### src/rtl/pfa_pkg.sv
package pfa_pkg;

	localparam int FRAME_SLOTS   = 64;
	localparam int PROCESS_SLOTS = 16;
	localparam int FIDX_W        = $clog2(FRAME_SLOTS);
	localparam int PID_W         = $clog2(PROCESS_SLOTS);
	localparam int CNT_W         = FIDX_W + 1;
	localparam int LIST_DEPTH    = PROCESS_SLOTS * FRAME_SLOTS;
	localparam int DIV_STEPS     = 31;

	localparam logic [6:0] FRAMES_RESET = 7'd64;
	localparam logic [6:0] THRESH_RESET = 7'd8;

	// input kinds
	localparam logic [1:0] KIND_ALLOC  = 2'd0;
	localparam logic [1:0] KIND_FREE   = 2'd1;
	localparam logic [1:0] KIND_ACCESS = 2'd2;
	localparam logic [1:0] KIND_NONE   = 2'd3;

	// configuration register indexes
	localparam logic CFG_FRAMES = 1'b0;
	localparam logic CFG_THRESH = 1'b1;

	typedef struct packed {
		logic [1:0]  kind;
		logic [3:0]  process_id;
		logic [6:0]  pages;
		logic [6:0]  roll;
		logic [30:0] random_pick;
	} in_item_t;

	typedef struct packed {
		logic [6:0]  granted_pages;
		logic        fault;
		logic [31:0] process_fault_count;
		logic [31:0] total_fault_count;
		logic [6:0]  free_frame_count;
		logic [6:0]  owned_frame_count;
	} out_item_t;

	typedef enum logic [1:0] {
		OP_ALLOC  = 2'd0,
		OP_FREE   = 2'd1,
		OP_ACCESS = 2'd2,
		OP_NOP    = 2'd3
	} op_t;

	typedef struct packed {
		op_t              op;
		logic [PID_W-1:0] pid;
		logic [6:0]       pages;
		logic             faulty;
		logic [30:0]      draw;
	} cmd_t;

endpackage

### src/rtl/pfa_front.sv
module pfa_front (
	input  logic             clk,
	input  logic             arst_n,
	input  logic             in_valid,
	output logic             in_stall,
	input  pfa_pkg::in_item_t in_item,
	input  logic [6:0]       thresh,
	output logic             cmd_valid,
	output pfa_pkg::cmd_t    cmd,
	input  logic             cmd_pop
);
	import pfa_pkg::*;

	cmd_t       mem_q [2];
	logic       wr_q, rd_q;
	logic [1:0] cnt_q;
	cmd_t       cls;
	logic       push, pop;

	always_comb begin
		cls.pid    = in_item.process_id;
		cls.pages  = in_item.pages;
		cls.faulty = in_item.roll < thresh;
		cls.draw   = in_item.random_pick;
		unique case (in_item.kind)
			KIND_ALLOC:  cls.op = OP_ALLOC;
			KIND_FREE:   cls.op = OP_FREE;
			KIND_ACCESS: cls.op = OP_ACCESS;
			KIND_NONE:   cls.op = OP_NOP;
		endcase
	end

	assign in_stall  = cnt_q == 2'd2;
	assign cmd_valid = cnt_q != 2'd0;
	assign cmd       = mem_q[rd_q];
	assign push      = in_valid && !in_stall;
	assign pop       = cmd_pop && cmd_valid;

	always_ff @(posedge clk) begin
		if (push) begin
			mem_q[wr_q] <= cls;
		end
	end

	always_ff @(posedge clk or negedge arst_n) begin
		if (!arst_n) begin
			wr_q  <= 1'b0;
			rd_q  <= 1'b0;
			cnt_q <= 2'd0;
		end else begin
			if (push) wr_q <= !wr_q;
			if (pop) rd_q <= !rd_q;
			cnt_q <= cnt_q + {1'b0, push} - {1'b0, pop};
		end
	end
endmodule

### config.mk
export PLATFORM = sky130hd
export DESIGN_NAME = pfa_front
export DESIGN_NICKNAME = d
export VERILOG_FILES = /design/src/rtl/pfa_pkg.sv /design/src/rtl/pfa_front.sv
export SDC_FILE = /design/constraint.sdc
export NUM_CORES = 1
export LEC_CHECK = 0
export BUFFER_PORTS_ARGS = -buffer_cell sky130_fd_sc_hd__buf_2
export CAP_MARGIN = 0
export CELL_PAD_IN_SITES_DETAIL_PLACEMENT = 1
export CELL_PAD_IN_SITES_GLOBAL_PLACEMENT = 2
export CORE_UTILIZATION = 40
export CTS_CLUSTER_SIZE = 20
export DETAILED_ROUTE_END_ITERATION = 7
export GPL_ROUTABILITY_DRIVEN = 0
export PLACE_DENSITY = 0.94
export SLEW_MARGIN = 20
export SYNTH_ARGS = -nofsm -noshare
export SYNTH_HDL_FRONTEND = slang
export SYNTH_SLANG_ARGS = --single-unit
### constraint.sdc
create_clock -name clk -period 7.8 [get_ports clk]
set_clock_uncertainty 0.1 [all_clocks]
set_input_delay 0.39 -clock clk [delete_from_list [all_inputs] [get_ports clk]]
set_output_delay 0.39 -clock clk [all_outputs]
set_load 0.02 [all_outputs]
==> results.py, run 1 <==
metrics = {
    "power_and_ir_drop": {
        "ir_drop_mv": 0.2009,
        "leakage_uw": 0.001925,
        "p_per_area_mw_per_mm2": 370.4,
    },
    "global_routing": {
        "first_global_vias": 2123,
        "grt_pass1_wl_mm": 10.25,
        "overflow": 0,
        "grt_max_degree": 47,
        "grt_antenna_before_repair": 0,
        "grt_util_all_layers_pct": 13.91,
    },
    "synth": {
        "syn-cell-area_mm2": 0.003771,
        "avgSynthCellArea_um2": 20.61,
        "synth_cell_types": 19,
        "netlist_instances": 183,
        "yosysSeqAreaShare_pct": 74.32,
        "async_reset_ff_share_pct": 4.255,
        "synth_edf_count": 90,
        "ys_ff_latch": 94,
        "yosysMostFrequentCell": "edfxtp_1",
        "synthTopCellsByArea": "edfxtp_1, mux2_4, dfrtp_1, ha_1, mux2_2",
        "synth_commonest_cells": "edfxtp_1, mux2_4, ha_1, inv_1, mux2_2",
        "synthFlopType": "edfxtp_1",
        "synth_warnings": 0,
        "yosysTopAreaCellShare_pct": 71.67,
        "synth_nets": 253,
        "synth_top_cell_by_area": "edfxtp_1",
    },
    "placement": {
        "dp_hpwl_mm": 4.393,
        "pre_cts_ws_ns": 5.742,
        "portBuffers": 108,
    },
    "route": {
        "drc": 0,
        "drt_iter0_drc": 14,
        "wl_mm": 6.528,
        "drt_pre_antenna_iters": 4,
        "vias_per_cell": 4.742,
        "final_antenna_net_count": 0,
        "wl_per_cell_um": 15.77,
        "vias": 1963,
    },
    "status": {
        "status": "finished clean",
    },
    "floorplanning": {
        "initial_utilization_pct": 41.01,
        "die_w_um": 99.10,
        "dieArea_mm2": 0.009820,
        "rows": 35,
        "die_h_um": 99.10,
        "core_region_area_mm2": 0.009196,
        "io_pins": 109,
    },
    "timing": {
        "finalHoldViolations": 0,
        "finalCritPeriodShare_pct": 30.93,
        "slew_viol_final": 0,
        "setup_ws_ns": 5.388,
        "slew_headroom_pct": 45.20,
        "timing.fmax_mhz": 414.5,
        "worst_pin_slew_ns": 0.8220,
        "period_needed_ns": 2.412,
        "tns_ns": 0,
        "grt_setup_unrepaired": "no",
        "setup_viol": 0,
    },
    "final_layout": {
        "nets": 368,
        "num_antenna_cells": 0,
        "fillers": 902,
        "multi_input_area_um2": 887.1,
        "seqCellArea_mm2": 0.002804,
        "syn_to_final_growth_pct": 23.13,
        "drive_gt1_share_pct": 57.10,
    },
    "run": {
        "drv_cap": 0,
    },
    "worst_hold_path": {
        "hold_class": "in2reg",
    },
    "worst_setup_path": {
        "start_kind": "register",
        "max_stage_delay_ns": 0.65,
        "endpoint_kind": "primary output",
        "crit_arrival_ns": 1.92,
        "critPathKind": "reg2out",
        "crit_chain": "buf_4, mux2_2, buf_2",
        "worstPathRequired_ns": 7.31,
        "cp_slowest_cell": "buf_4",
        "worst-path-max-fanout": 46,
    },
    "clock_tree": {
        "cts_tree": "yes",
        "cts_root_buf": "clkbuf_8",
        "clkSinkCount": 94,
        "path_clk_slew_ns": 0.09,
        "cts_max_level": 3,
        "clk_path_buf_depth": 2,
        "clock_latency_ns": 0.34,
        "numCtsBuffers": 9,
    },
}
-- path summary, 6_finish.rpt --
| kind | from | to | slack (ns) | cells past startpoint |
|---|---|---|---|---|
| max in group asynchronous | arst_n | rd_q | 7.19 | 2 |
| worst min register to register | cnt_q[1] | cnt_q[1] | 0.41 | 1 |
| worst min-delay path | in_item[43] | mem_q[0][37] | 0.12 | 1 |
| worst max-delay path | rd_q | cmd[1] | 5.39 | 3 |
| worst max register to register | cnt_q[1] | cnt_q[1] | 5.95 | 7 |
| min in group asynchronous | arst_n | cnt_q[0] | 0.29 | 2 |
-- through the flow --
stage | cells | util [%] | cell area (µm²) | hold slack [ns] | power (µW)
after CTS | 414 | 50.45 | 4639 | 0.1000 | 1750
final | 414 | 50.49 | 4643 | 0.1218 | 1720
after global routing | 414 | 50.49 | 4643 | 0.09358 | 1808
after detailed placement | 397 | 47.97 | 4412 | 0.09864 | 1399
after floorplan | 183 | - | 3771 | -0.005591 | 1228
after global placement | 397 | 47.97 | 4412 | 0.09664 | 1375
-- layout by cell type, fill, tap and decap left out, drive strengths merged, types with 2 or more instances in the layout --
cell	netlist	layout
o21ai	2	2
nor2	2	2
ha	8	8
dfrtp	4	4
edfxtp	90	90
bufinv	0	2
buf	5	110
clkbuf	2	12
xnor2	3	3
mux2	45	45
nand2	4	4
a21oi	4	4
inv	8	8
-- where the power goes --
| part | internal, µW | switching [µW] | total [µW] |
|---|---|---|---|
| logic | 284 | 362 | 646 |
| registers | 693 | 33.0 | 726 |
| clock network | 189 | 159 | 348 |
| total | 1170 | 554 | 1720 |
-- flip-flops by register name (all words and copies together), names as in the netlist --
| name | flops |
|---|---|
| rd_q | 1 |
| cnt_q | 2 |
| wr_q | 1 |
| mem_q | 90 |
-- metal layers --
layer  part of all wire (%)  global-route usage (%)  routed length [µm]  vias to the layer above
li1                       -                       -                   -                      921
met1                     41                   15.40                2649                      958
met2                     50                   24.37                3285                       74
met3                    7.6                   5.411                 497                       10
met4                    1.5                   5.090                  95                        0
met5                      0                       0                   0                        -
-- layout make-up --
cell class	count	share of cell area [%]
well taps	111	2.991
clock buffers	12	3.126
repair buffers	111	12.18
flip-flops and latches	94	60.39
multi-input cells	74	19.11
inverters	8	0.6467
clock inverters	4	1.563
-- repair_timing --
action                                 4_1_cts  5_1_grt
hold buffers                                 1        0
resized for setup                            0        0
buffers inserted                             0        0
endpoints found under the hold margin        4        0
-- critical path: cells and delay by family, from the launching register on --
kind     cells  cell delay (ns)
mux          1             0.41
flops        1             0.35
buf+inv      2             0.80
-- cell families after synthesis --
| logic type | after synthesis | synth area share [%] |
|---|---|---|
| fa+ha+maj | 8 | 2.654 |
| mux | 45 | 17.32 |
| xor+xnor | 4 | 0.9292 |
| simple gates | 11 | 1.493 |
| buf+inv | 15 | 2.488 |
| compound gates | 6 | 0.7963 |
| flops | 94 | 74.32 |
Power figures use the tool's default switching activity.
==> run 2, diff against run 1 <==
- CORE_UTILIZATION: 40 -> 33
- PLACE_DENSITY: 0.94 -> 0.84
- clock period: 7.8 -> 2.1 ns (I/O delays scaled with it)
==> run 2 against run 1 <==
  * Sequential power grew to 3.7 times the previous value
  * Critical path depth stayed put
  * Combinational power rose to 3.9 times the previous value
  * Total power rose to 4.0 times the previous value
  * Core utilization is 2.5 points lower
  * Cell count grew 18%
  * Clock-buffer cell count decreased by 3
  * Global-route usage fell by 2.1 points
  * Wire length up 2.5%
  * First-iteration DRC count grew to 3.1 times the previous value
  * Via count increased by 7.5%
  * Setup slack worse by 5.1 ns
  * Critical endpoint is now cmd[44]
==> results.py, run 2 (synthesis results as in run 1) <==
metrics = {
    "clock_tree": {
        "cts_tree": "yes",
        "clk_path_buf_depth": 2,
        "path_clk_slew_ns": 0.06,
        "numCtsBuffers": 9,
        "clkSinkCount": 94,
        "clock_latency_ns": 0.32,
        "cts_setup_buffers": 0,
        "cts_root_buf": "clkbuf_16",
        "cts_max_level": 3,
    },
    "floorplanning": {
        "die_w_um": 108.9,
        "rows": 38,
        "core_region_area_mm2": 0.01098,
        "dieArea_mm2": 0.01186,
        "die_h_um": 108.9,
        "io_pins": 109,
        "initial_utilization_pct": 34.34,
    },
    "placement": {
        "dp.cells": 427,
        "dp_hpwl_mm": 4.268,
        "portBuffers": 108,
        "place_area_mm2": 0.004493,
    },
    "route": {
        "wl_mm": 6.690,
        "vias_per_cell": 4.317,
        "drt_pre_antenna_iters": 4,
        "drc": 0,
        "final_antenna_net_count": 0,
        "drt_iter0_drc": 44,
        "wl_per_cell_um": 13.68,
        "vias": 2111,
    },
    "final_layout": {
        "fin_util_pct": 47.96,
        "syn_to_final_growth_pct": 39.68,
        "reg.largest.list": "mem_q (90), cnt_q (2)",
        "regMostFlops": "mem_q",
        "largest_reg_flops": 90,
        "most-common-layout-cells": "buf_2, edfxtp_1, dlygate4sd3_1",
        "mostFrequentLayoutCell": "buf_2",
        "num_antenna_cells": 0,
        "final_area_mm2": 0.005268,
        "final_cells": 489,
        "drive_gt1_share_pct": 49.86,
        "nets": 414,
    },
    "worst_setup_path": {
        "cp_slowest_cell": "mux2_2",
        "crit_arrival_ns": 1.61,
        "reg2reg_depth": 7,
        "worst-path-max-fanout": 46,
        "worstPathRequired_ns": 1.89,
        "path_delay_family": "buffers and inverters",
        "critPathKind": "reg2out",
        "cp_num_cells": 3,
        "endpoint_kind": "primary output",
        "critical_path_buf_inv_count": 2,
        "crit_chain": "buf_12, mux2_2, buf_2",
        "start_kind": "register",
        "max_stage_delay_ns": 0.39,
    },
    "global_routing": {
        "grt_max_degree": 47,
        "overflow": 0,
        "grt_util_all_layers_pct": 11.80,
        "use_met2_pct": 21.11,
        "grt_pass1_wl_mm": 10.30,
        "grt_util_met1_pct": 12.46,
        "top_usage_layer": "met2",
        "met3_usage_pct": 3.347,
        "grt_antenna_before_repair": 0,
        "first_global_vias": 2266,
    },
    "power_and_ir_drop": {
        "p_per_area_mw_per_mm2": 1307,
        "leakage_uw": 0.002174,
        "ir_drop_mv": 0.5775,
        "finalPower_uw": 6885,
    },
    "timing": {
        "timing.fmax_mhz": 551.2,
        "worst_pin_slew_ns": 0.3915,
        "slew_viol_final": 0,
        "grt_setup_unrepaired": "no",
        "slew_headroom_pct": 73.90,
        "period_needed_ns": 1.814,
        "finalCritPeriodShare_pct": 86.39,
        "finalHoldViolations": 0,
        "setup_viol": 0,
        "tns_ns": 0,
    },
    "worst_hold_path": {
        "hold_class": "in2async",
    },
    "status": {
        "status": "finished clean",
    },
    "run": {
        "drv_cap": 0,
    },
}
## run 2: cell types whose count changed in the layout (fill, tap and decap cells not counted), sizes merged
cell         change
dlygate4sd3     +45
clkbuf           -3
clkinv           +3
buf              +1
## run 2: layout make-up
cell class / count / area (µm²)
Multi-Input combinational cell: 74 / 883.3
Clock buffer: 9 / 225.2
Tap cell: 140 / 175.2
Inverter: 8 / 30.03
Fill cell: 1094 / 5715
Timing Repair Buffer: 157 / 1061
Sequential cell: 94 / 2804
Clock inverter: 7 / 88.84
## run 2: path summary, 6_finish.rpt
kind	slack, ns	start	to
max	0.29	rd_q	cmd[44]
min	0.02	arst_n	rd_q
max reg2reg	0.29	cnt_q[1]	cnt_q[1]
min reg2reg	0.40	cnt_q[1]	cnt_q[1]
max in group asynchronous	1.74	arst_n	rd_q
min in group clk	0.09	in_valid	wr_q
## run 2: where the power goes
group | switching, µW | internal (µW) | leakage [µW]
sequential | 122 | 2570 | 0.000881
clock | 634 | 1030 | 0.000150
combinational | 1360 | 1160 | 0.00114
## run 2: layer usage
metal  vias to the layer above  part of all wire (%)  wire, µm
met3                         8                   5.8       388
met1                      1014                    39      2606
li1                       1020                     -         -
met2                        69                    54      3589
met4                         0                   1.6       105
met5                         -                     0         0
## run 2: per-stage QoR
stage | hold slack, ns | setup slack (ns)
final | 0.02154 | 0.2857
after global routing | 0.02269 | 0.1882
after CTS | 0.007947 | 0.2580
after detailed placement | -0.1812 | 0.2872
after global placement | -0.1845 | 0.3810
after floorplan | -0.2906 | 0.2829
## run 2: timing repair
action,in CTS,in global routing
hold buffers,46,0
gates resized for setup,0,0
endpoints found under the hold margin,93,0
==> run 3, diff against run 2 <==
- BUFFER_PORTS_ARGS: -buffer_cell sky130_fd_sc_hd__buf_2 -> not set
- CELL_PAD_IN_SITES_DETAIL_PLACEMENT: 1 -> 2
- CORE_UTILIZATION: 33 -> 40
- DONT_BUFFER_PORTS: not set -> 1
- PLACE_DENSITY: 0.84 -> 0.83
==> run 3 against run 2 <==
  * Die area shrank 17%
  * First-iteration DRC count shrank 11%
  * Final area shrank 12%
  * Global-route usage grew 2.9 points
  * Register-to-register slack lost 0.04 ns
  * Critical endpoint is now cnt_q[1]
  * Largest power group unchanged
==> results.py, run 3 (synthesis results as in run 1) <==
metrics = {
    "worst_setup_path": {
        "max_stage_delay_ns": 0.41,
        "endpoint_kind": "register",
        "cp_slowest_cell": "dfrtp_1",
        "worst-path-max-fanout": 3,
        "worstPathRequired_ns": 2.27,
        "critical_path_buf_inv_count": 1,
        "start_kind": "register",
        "path_delay_family": "adder cells",
        "crit_chain": "or2_1, and2_4, ha_1, inv_1, ha_1, xnor2_1, xnor2_1",
        "critPathKind": "reg2reg",
        "crit_arrival_ns": 2.02,
    },
    "route": {
        "drt_iter0_drc": 39,
        "drc": 0,
        "drt_pre_antenna_iters": 4,
        "vias": 1758,
        "wl_per_cell_um": 19.22,
        "final_antenna_net_count": 0,
        "vias_per_cell": 4.911,
        "wl_mm": 6.880,
    },
    "clock_tree": {
        "cts_resized": 0,
        "clkSinkCount": 94,
        "cts_max_level": 3,
        "path_clk_slew_ns": 0.08,
        "cts_root_buf": "clkbuf_8",
        "cts_setup_buffers": 0,
        "numCtsBuffers": 9,
        "ctsHoldBuffers": 48,
        "clock_latency_ns": 0.34,
        "cts_tree": "yes",
        "clk_path_buf_depth": 2,
    },
    "timing": {
        "setup_ws_ns": 0.2497,
        "tns_ns": 0,
        "slew_viol_final": 0,
        "finalHoldViolations": 0,
        "grt_setup_unrepaired": "no",
        "finalCritPeriodShare_pct": 88.11,
        "slew_headroom_pct": 69.15,
        "setup_viol": 0,
        "worst_pin_slew_ns": 0.4628,
        "period_needed_ns": 1.850,
        "timing.fmax_mhz": 540.5,
    },
    "global_routing": {
        "grt_util_all_layers_pct": 14.69,
        "first_global_vias": 2017,
        "grt_antenna_before_repair": 0,
        "grt_pass1_wl_mm": 10.51,
        "overflow": 0,
        "grt_max_degree": 26,
    },
    "power_and_ir_drop": {
        "leakage_uw": 0.001746,
        "p_per_area_mw_per_mm2": 1371,
        "ir_drop_mv": 0.6228,
    },
    "floorplanning": {
        "initial_utilization_pct": 41.01,
        "rows": 35,
        "die_w_um": 99.10,
        "die_h_um": 99.10,
        "io_pins": 109,
        "dieArea_mm2": 0.009820,
        "core_region_area_mm2": 0.009196,
    },
    "placement": {
        "place_area_mm2": 0.003909,
        "dp_hpwl_mm": 4.458,
        "portBuffers": 0,
        "pre_cts_ws_ns": 0.2936,
    },
    "final_layout": {
        "seqCellArea_mm2": 0.002804,
        "regMostFlops": "mem_q",
        "syn_to_final_growth_pct": 23.32,
        "final_area_mm2": 0.004651,
        "drive_gt1_share_pct": 28.74,
        "nets": 312,
        "reg.largest.list": "mem_q (90), cnt_q (2)",
        "mostFrequentLayoutCell": "edfxtp_1",
        "num_antenna_cells": 0,
        "fillers": 804,
        "largest_reg_flops": 90,
        "multi_input_area_um2": 883.3,
        "most-common-layout-cells": "edfxtp_1, dlygate4sd3_1, mux2_4",
    },
    "run": {
        "drv_cap": 0,
    },
    "status": {
        "status": "finished clean",
    },
    "worst_hold_path": {
        "hold_class": "in2reg",
    },
}
==> run 3: cell count changes in the layout (fill, tap and decap cells not counted) <==
cell / delta
clkbuf_16: -9
buf_2: -108
dlygate4sd3_1: +2
clkinv_1: -2
clkbuf_1: +1
buf_12: -3
bufinv_16: +2
buf_4: +7
clkinvlp_4: -1
clkbuf_8: +9
==> run 3: worst paths after layout <==
| path | start | end | slack [ns] | cells past startpoint |
|---|---|---|---|---|
| worst max-delay path | cnt_q[1] | cnt_q[1] | 0.25 | 7 |
| worst min register to register | cnt_q[1] | cnt_q[1] | 0.39 | 1 |
| min in group asynchronous | arst_n | cnt_q[0] | 0.46 | 2 |
| max in group asynchronous | arst_n | rd_q | 1.24 | 2 |
| worst min-delay path | in_item[31] | mem_q[0][31] | 0.09 | 3 |
| worst max register to register | cnt_q[1] | cnt_q[1] | 0.25 | 7 |
==> run 3: metal layers <==
layer	track usage, %	vias to the layer above	share of wire (%)	wire length [µm]
li1	-	808	-	-
met1	14.92	883	37	2522
met2	28.56	58	57	3934
met3	4.006	9	4.7	326
met4	5.430	0	1.4	98
met5	0	-	0	0
==> run 3: layout make-up <==
type | instances | share of cell area [%]
sequential | 94 | 60.29
multi-input combinational | 74 | 18.99
timing repair buffer | 55 | 11.46
tap | 111 | 2.986
clock inverter | 6 | 2.879
clock buffer | 10 | 2.744
inverter | 8 | 0.6457
==> run 3: where the power goes <==
part,leakage [µW],internal (µW),switching [µW]
clock network,0.000130,912,604
logic,0.000734,877,1290
registers,0.000881,2570,129
total,0.00175,4360,2020
==> run 3: stage by stage <==
step / hold slack [ns] / util, % / cells / total power [µW]
after global placement: -0.2905 / 42.50 / 294 / 4769
after floorplan: -0.2906 / - / 183 / 4556
after global routing: 0.08893 / 50.57 / 358 / 6663
after detailed placement: -0.2904 / 42.50 / 294 / 4861
final: 0.08719 / 50.57 / 358 / 6375
after CTS: 0.06883 / 50.57 / 358 / 6470
==> run 3: tightest hold or removal path, stage by stage <==
cell	delay (ns)
nor2b_1	0.02
o21ai_0	0.16
a21oi_1	0.08
